$ cat src/design/bse_ram.sv
// ----------------------------------------------------------------------------
// bse_ram
// Generic single write, single read RAM with registered read data.
// ----------------------------------------------------------------------------
module bse_ram #(
	parameter int Width = 32,
	parameter int Depth = 8
) (
	input  logic                     clk,
	input  logic                     we,
	input  logic [$clog2(Depth)-1:0] waddr,
	input  logic [Width-1:0]         wdata,
	input  logic [$clog2(Depth)-1:0] raddr,
	output logic [Width-1:0]         rdata
);

	logic [Width-1:0] mem_q [Depth];

	// write port and registered read
	always_ff @(posedge clk) begin
		if (we) begin
			mem_q[waddr] <= wdata;
		end
		rdata <= mem_q[raddr];
	end

endmodule

$ cat config.mk
export PLATFORM = sky130hd
export DESIGN_NAME = bse_ram
export DESIGN_NICKNAME = d
export VERILOG_FILES = /design/src/design/bse_ram.sv
export SDC_FILE = /design/constraint.sdc
export NUM_CORES = 1
export LEC_CHECK = 0
export BUFFER_PORTS_ARGS = -buffer_cell sky130_fd_sc_hd__buf_2
export CAP_MARGIN = 10
export CORE_ASPECT_RATIO = 1.5
export CORE_UTILIZATION = 35
export DETAILED_ROUTE_END_ITERATION = 7
export HOLD_SLACK_MARGIN = 0.12
export PLACE_DENSITY = 0.61
export SLEW_MARGIN = 15
export SYNTH_ARGS = -nofsm -noshare
export SYNTH_HDL_FRONTEND = slang
export SYNTH_SLANG_ARGS = --single-unit
export TNS_END_PERCENT = 1
$ cat constraint.sdc
create_clock -name clk -period 7.2 [get_ports clk]
set_clock_uncertainty 0.1 [all_clocks]
set_input_delay 0.36 -clock clk [delete_from_list [all_inputs] [get_ports clk]]
set_output_delay 0.36 -clock clk [all_outputs]
set_load 0.005 [all_outputs]
Word-level counts from Yosys, hierarchy flattened
Memories as Yosys holds them, arrays and structs flattened. A register that Yosys moved wholly into a read port is not among the register bits.
Index checks and enable logic that the tools add are counted.

storage, ports and cells
  flip-flop bits (word level) = 0
  memory bits (writable) = 256
  input bits = 40
  output and inout port bits = 32
  word-level logic and storage cells = 3
  memories = 1

operators by class
  muxes and demuxes = 2

memories
  memory  depth  bits a word  rd ports  clocked after Yosys merged registers in  write ports  RTL line  RTL
  mem_q   8      32           1         1                                        1            17        logic [Width-1:0] mem_q [Depth];

operators by type and width
  cell              number
  2-to-1 mux 1 bit  2

Longest topological paths before layout
Gate-level depths: netlist of the first run.

  depth after elaboration = 2
  gate-level depth with buffers = 4
  depth with buffers taken out = 2

Worst setup path before layout of the first run
Ideal clock, no wire load.

  path type = input to register
  from = input port waddr[2]
  to = memory mem_q[0][0], enable pin
  library setup time = 0.461 ns
  data arrival time = 2.746 ns
  required time = 6.639 ns
  setup slack = 3.893 ns
  cell stages on the path = 2
  path buffers = 0
  cells stage by stage = nand2b_1 nor3_1

RTL lines
  item                RTL line  RTL
  start: declaration  11        input logic [$clog2(Depth)-1:0] waddr,
  end: declaration    17

Straight into the memory's write port.

Worst setup path in the final report of the first run
  from = input port waddr[1]
  to = memory mem_q[1][19], enable pin

Straight into the memory's write port.

==> results.cfg, run 1 <==
[sta]
slew_headroom_pct = 28.1
post-route-min-period_ps = 2130
hold_viol = 0
fin_ws_ps = 5070
timing.fmax_mhz = 470
tightest_slew_ps = 1080
final.setup.tns_ps = 0
timing.final.crit_share_pct = 29.6
drv_slew = 0
rsz0062_at_grt = no
setup_viol = 0

[run_status]
status = finished, final reports clean

[placement]
pre_cts_ws_ps = 4720
dpl.cell_count = 872
io_buffers = 71
gp_congestion = 0.695
hpwl_um = 10500

[detailed_routing]
wl_per_cell_um = 20.5
first_pass_iters = 4
drtIter0Drc = 422
ant_nets = 0
wirelength_um = 19600
drc_errors = 0
num_vias = 4543
drt-vias-per-instance = 4.76

[cts]
cts.root.buffer_cell = clkbuf_16
cts_tree = yes
cts.clk_slew.worst_paths_ps = 60
cts_max_path_buffers = 3
clk_latency_ps = 530
htree_levels = 1
clock_sinks = 288
cts_made_buffers = 26
post_cts_buffers = 0

[grt]
grt_overflow = 0
grt_antenna_before_repair = 1
grt_pass1_wl_um = 28900
grt_max_degree = 65
track_usage_pct = 13.2
grt_pass1_vias = 4914

[die]
dieArea_um2 = 30600
start_util_pct = 35.5
core_um2 = 29500
dieWidth_um = 143
die_h_um = 214
io_pins = 72
std_cell_rows = 77

[hold_path]
hold_path.class = in -> reg
min_path_cells = 3

[pwr]
vdd_drop_max_v = 0.000151
power.leakage_nw = 4.24
total_power_mw = 3.54
powerDensity_nw_per_um2 = 282

[critical_path]
r2r_cells = 2
path_class = in -> reg
critPathRequiredTime_ps = 7280
ff2ff_setup_slack_ps = 5820
worstSetupStartpointType = input pin
critPathMaxFanout = 21
cp-end-kind = flop
worstPathArrival_ps = 2210

[yosys]
avgSynthCellArea_um2 = 25.2
synth_area_um2 = 10500
synthCells = 415
synth_ff_type = edfxtp_1
yosys-top-cells-area = edfxtp_1 (73%), mux4_1 (10%), dfxtp_1 (6.1%), mux4_2 (5.2%), mux2_2 (3.4%)
synth_cell_types = 13
synth-edff-count = 256
synth_nets = 455
yosysMostFrequentCell = edfxtp_1
synth-seq-cells = 288
synth_top_area_cell = edfxtp_1
synth_top_area_share_pct = 73.4
ys_warn_count = 0
ys_top_cells_by_count = edfxtp_1 (256), mux4_1 (40), dfxtp_1 (32), mux2_2 (32), mux4_2 (24)
ys_seq_area_share_pct = 79.6
async_flop_share_pct = 0

[final_layout]
final_cells = 955
syn2layout_area_growth_pct = 20.2
antenna_cells = 0
final_nets = 580
fillerInstances = 2575
layout-drive-gt1-share_pct = 32.5

[job]
cap_violations = 0
[layout by cell type (no fill, tap or decap)]
cell type | netlist | layout
clkbuf_8 | 0 | 4
buf_2 | 6 | 70
mux2_2 | 32 | 32
nand2b_1 | 3 | 3
nor2_4 | 0 | 6
clkbuf_16 | 0 | 27
nand2_1 | 2 | 2
mux4_2 | 24 | 24
nor3_2 | 0 | 2
inv_6 | 0 | 2
buf_4 | 0 | 9
buf_6 | 7 | 1
mux4_1 | 40 | 40
clkbuf_1 | 1 | 10
bufinv_16 | 0 | 4
dlygate4sd3_1 | 0 | 35
edfxtp_1 | 256 | 256
clkinv_2 | 0 | 1
dfxtp_1 | 32 | 32
[kinds of logic (layout without fill, tap and decap cells)]
group                  after synthesis  in the layout  synth area share, %
buffers and inverters               18            163                 1.22
multiplexers                        96             96                 18.6
flip-flops                         288            288                 79.6
AND/OR/NAND/NOR                     13             13                0.562
[power breakdown]
part           internal [mW]  total, mW  leakage, nW  switching [mW]
Sequential              1.89       1.90         2.60          0.0181
Clock                  0.878       1.46        0.443           0.577
Combinational         0.0941      0.183         1.20          0.0890
[timing repair]
item | 4_1_cts | 5_1_grt
hold buffers | 35 | 0
endpoints found under the hold margin | 260 | 0
setup endpoints to repair | 0 | 0
resized for setup | 0 | 0
[metal layers]
| layer | global-route usage, % | vias up | part of all wire (%) |
|---|---|---|---|
| li1 | - | 2032 | - |
| met5 | 0 | - | 0.061 |
| met3 | 2.21 | 38 | 4.1 |
| met4 | 5.52 | 2 | 2.5 |
| met1 | 15.5 | 2384 | 40 |
| met2 | 23.9 | 87 | 54 |
[per-stage QoR]
stage | util (%) | instance area (µm²) | hold WS [ps]
4_1_cts | 42.7 | 12600 | 373
2_1_floorplan | - | 10500 | 359
5_1_grt | 42.7 | 12600 | 397
6_report | 42.7 | 12600 | 400
3_3_place_gp | 38.4 | 11300 | 514
3_5_place_dp | 38.4 | 11300 | 523
[final cells by class]
class / count / area, µm² / share of cell area [%]
flip-flops and latches: 288 / 8330 / 66.2
well taps: 395 / 494 / 3.93
repair buffers: 115 / 779 / 6.20
multi-input cells: 109 / 2070 / 16.4
clock inverters: 7 / 143 / 1.13
clock buffers: 41 / 768 / 6.11
[final timing paths]
check	start	end
setup / recovery	waddr[1]	mem_q[1][19]
hold / removal	waddr[2]	mem_q[4][17]
hold reg to reg	mem_q[5][19]	rdata[19]
setup reg to reg	mem_q[1][7]	rdata[7]
[worst max-delay path, stage by stage]
cell and delay [ps]:
dlygate4sd3_1 540, buf_2 160, nand2b_1 230, nor2_4 440, buf_4 460
[flip-flops by register name, summed over array words and instances, names as in the netlist]
signal	count
mem_q	256
rdata	32
No activity file was read; power rests on OpenSTA's default activity.
==> inputs of run 2 (changes only) <==
--- a/config.mk
+++ b/config.mk
@@ -5,13 +5,14 @@
 export SDC_FILE = /design/constraint.sdc
 export NUM_CORES = 1
 export LEC_CHECK = 0
+export ABC_AREA = 1
 export BUFFER_PORTS_ARGS = -buffer_cell sky130_fd_sc_hd__buf_2
 export CAP_MARGIN = 10
 export CORE_ASPECT_RATIO = 1.5
 export CORE_UTILIZATION = 35
 export DETAILED_ROUTE_END_ITERATION = 7
 export HOLD_SLACK_MARGIN = 0.12
-export PLACE_DENSITY = 0.61
+export PLACE_DENSITY = 0.63
 export SLEW_MARGIN = 15
 export SYNTH_ARGS = -nofsm -noshare
 export SYNTH_HDL_FRONTEND = slang
==> constraint.sdc (replaced) <==
create_clock -name clk -period 1.9 [get_ports clk]
set_clock_uncertainty 0.1 [all_clocks]
set_input_delay 0.095 -clock clk [delete_from_list [all_inputs] [get_ports clk]]
set_output_delay 0.095 -clock clk [all_outputs]
set_load 0.005 [all_outputs]
==> run 2 against run 1 <==
The run now ends with design-rule violations left. Critical path depth is 1 higher. Non-clock buffer count increased by 21. Setup slack worse by 5000 ps.
==> results.cfg, run 2 <==
[sta]
post-route-min-period_ps = 1790
timing.fmax_mhz = 557
rsz0062_at_grt = no
setup_viol = 0
timing.final.crit_share_pct = 94.5
fin_ws_ps = 105
slew_headroom_pct = 67.8
tightest_slew_ps = 483
drv_slew = 0
hold_viol = 0

[die]
io_pins = 72
dieWidth_um = 152
dieArea_um2 = 34700
std_cell_rows = 82
die_h_um = 228
core_um2 = 33400
start_util_pct = 35.5

[yosys]
avgSynthCellArea_um2 = 10.3
yosysMostFrequentCell = nand2_1
async_flop_share_pct = 0
synth_ff_type = edfxtp_1
synth_top_area_share_pct = 64.7
ys_top_cells_by_count = nand2_1 (422), inv_1 (260), edfxtp_1 (256)
synth-edff-count = 256
synthCells = 1156
synth-seq-cells = 288
synth_cell_types = 12
yosys-top-cells-area = edfxtp_1 (65%), nand2_1 (13%), inv_1 (8.2%), dfxtp_1 (5.4%), nand3_1 (5.4%)
ys_seq_area_share_pct = 70.1
synth_area_um2 = 11900
ys_warn_count = 0
synth_nets = 1196
synth_top_area_cell = edfxtp_1

[detailed_routing]
num_vias = 7600
wirelength_um = 24900
ant_nets = 0
drt-vias-per-instance = 4.43
drtIter0Drc = 531
first_pass_iters = 6
wl_per_cell_um = 14.5
drc_errors = 5

[run_status]
status = finished, violations left
violations = design-rule violations

[cts]
cts.clk_slew.worst_paths_ps = 60
post_cts_buffers = 0
clock_sinks = 288
holdBufCountCts = 38
cts.root.buffer_cell = clkbuf_16
cts_resized = 0
cts_max_path_buffers = 3
htree_levels = 1
clk_latency_ps = 540
cts_tree = yes
cts_made_buffers = 26

[pwr]
vdd_drop_max_v = 0.000602
seqPwrFrac_pct = 53.9
powerDensity_nw_per_um2 = 948
clockPowerShare_pct = 38.9
total_power_mw = 13.4
p_int_mw = 10.5
combPwrFrac_pct = 7.1
p_switching_mw = 2.90
power.leakage_nw = 6.42
switching_share_pct = 21.7

[critical_path]
slowest_delay_ps = 630
reg2reg_to = rdata[30]
critPathRequiredTime_ps = 2040
r2r_cells = 7
path_common_cell = dlygate4sd3_1
cp-end-kind = flop
critPathMaxFanout = 15
path_cells = dlygate4sd3_1 -> buf_2 -> nand2_1 -> dlygate4sd3_1 -> nor2_4 -> buf_12
path_class = in -> reg
worstPathArrival_ps = 1940
worstSetupStartpointType = input pin
rr_startpoint = mem_q[7][30]
ff2ff_setup_slack_ps = 420
critPathLaunch = waddr[2]
critPathSlowestCell = dlygate4sd3_1

[final_layout]
largest_register_ff_count = 256
design_area_um2 = 14100
final_nets = 1312
reg_top3 = mem_q: 256 flops, rdata: 32 flops
layout-drive-gt1-share_pct = 11.2
mostFrequentLayoutCells = nand2_1 (422), inv_1 (260), edfxtp_1 (256), nand3_1 (128), buf_2 (70)
fillerInstances = 3155
final_common_cell = nand2_1
largest_register = mem_q
syn2layout_area_growth_pct = 18.7

[hold_path]
hold_path.class = in -> reg
min_path_cells = 3
hold_end = mem_q[7][7]
worstHoldStart = waddr[0]

[grt]
grt_max_degree = 93
grt_overflow = 0
grt_pass1_wl_um = 40200
grt_antenna_before_repair = 2
track_usage_pct = 14.8
grt_pass1_vias = 7751

[placement]
pre_cts_ws_ps = 367
io_buffers = 71
place_area_um2 = 12900
hpwl_um = 14500
gp_congestion = 0.710

[job]
cap_violations = 0
-- run 2: worst max-delay path by stage --
stage,end,cells after the start,slack (ps)
after floorplan,mem_q[0][0],3,-210
after global placement,mem_q[2][1],5,380
after detailed placement,mem_q[2][27],5,370
after CTS,mem_q[6][23],6,130
after global routing,rdata[30],9,8
final,mem_q[6][23],6,110
-- run 2: layer usage --
metal  share of wire, %  global-route usage, %  routed length [µm]
met1                 41                   16.7               10200
met2                 53                   28.7               13300
met3                3.8                   1.94                 944
met4                2.1                   5.13                 525
met5                  0                      0                   0
-- run 2: power by group through the flow --
stage / clock network (mW) / registers, mW / logic (mW)
after floorplan: 0 / 7.35 / 0.510
after global placement: 0 / 7.34 / 0.891
after detailed placement: 0 / 7.35 / 0.908
after CTS: 5.33 / 7.21 / 0.975
after global routing: 5.53 / 7.22 / 1.09
final: 5.20 / 7.21 / 0.954
-- run 2: logic make-up after synthesis --
family                 share of synthesized area [%]
and+or+nand+nor                                 19.0
buffers and inverters                           10.9
DFF                                             70.1
-- run 2: area by class of cell --
type / instances / area, µm² / area share [%]
Timing Repair Buffer: 136 / 1090 / 7.74
Antenna cell: 2 / 5.00 / 0.0355
Clock inverter: 10 / 104 / 0.737
Tap cell: 420 / 526 / 3.73
Inverter: 262 / 985 / 6.99
Clock buffer: 38 / 737 / 5.23
Sequential cell: 288 / 8330 / 59.1
Multi-Input combinational cell: 558 / 2310 / 16.4
-- run 2: through the flow --
step	hold WS [ps]	util, %	cells	setup TNS (ps)
global route	189	42.1	1714	0
CTS	148	42.1	1712	0
global placement	264	38.5	1626	0
finish	163	42.1	1714	0
detailed placement	273	38.5	1626	0
floorplan	93.9	-	1156	-49770
-- run 2: worst max-delay path: cells and delay by family --
family                 cells  cell delay, ps
buffers and inverters      4            1470
AND/OR/NAND/NOR            2             360
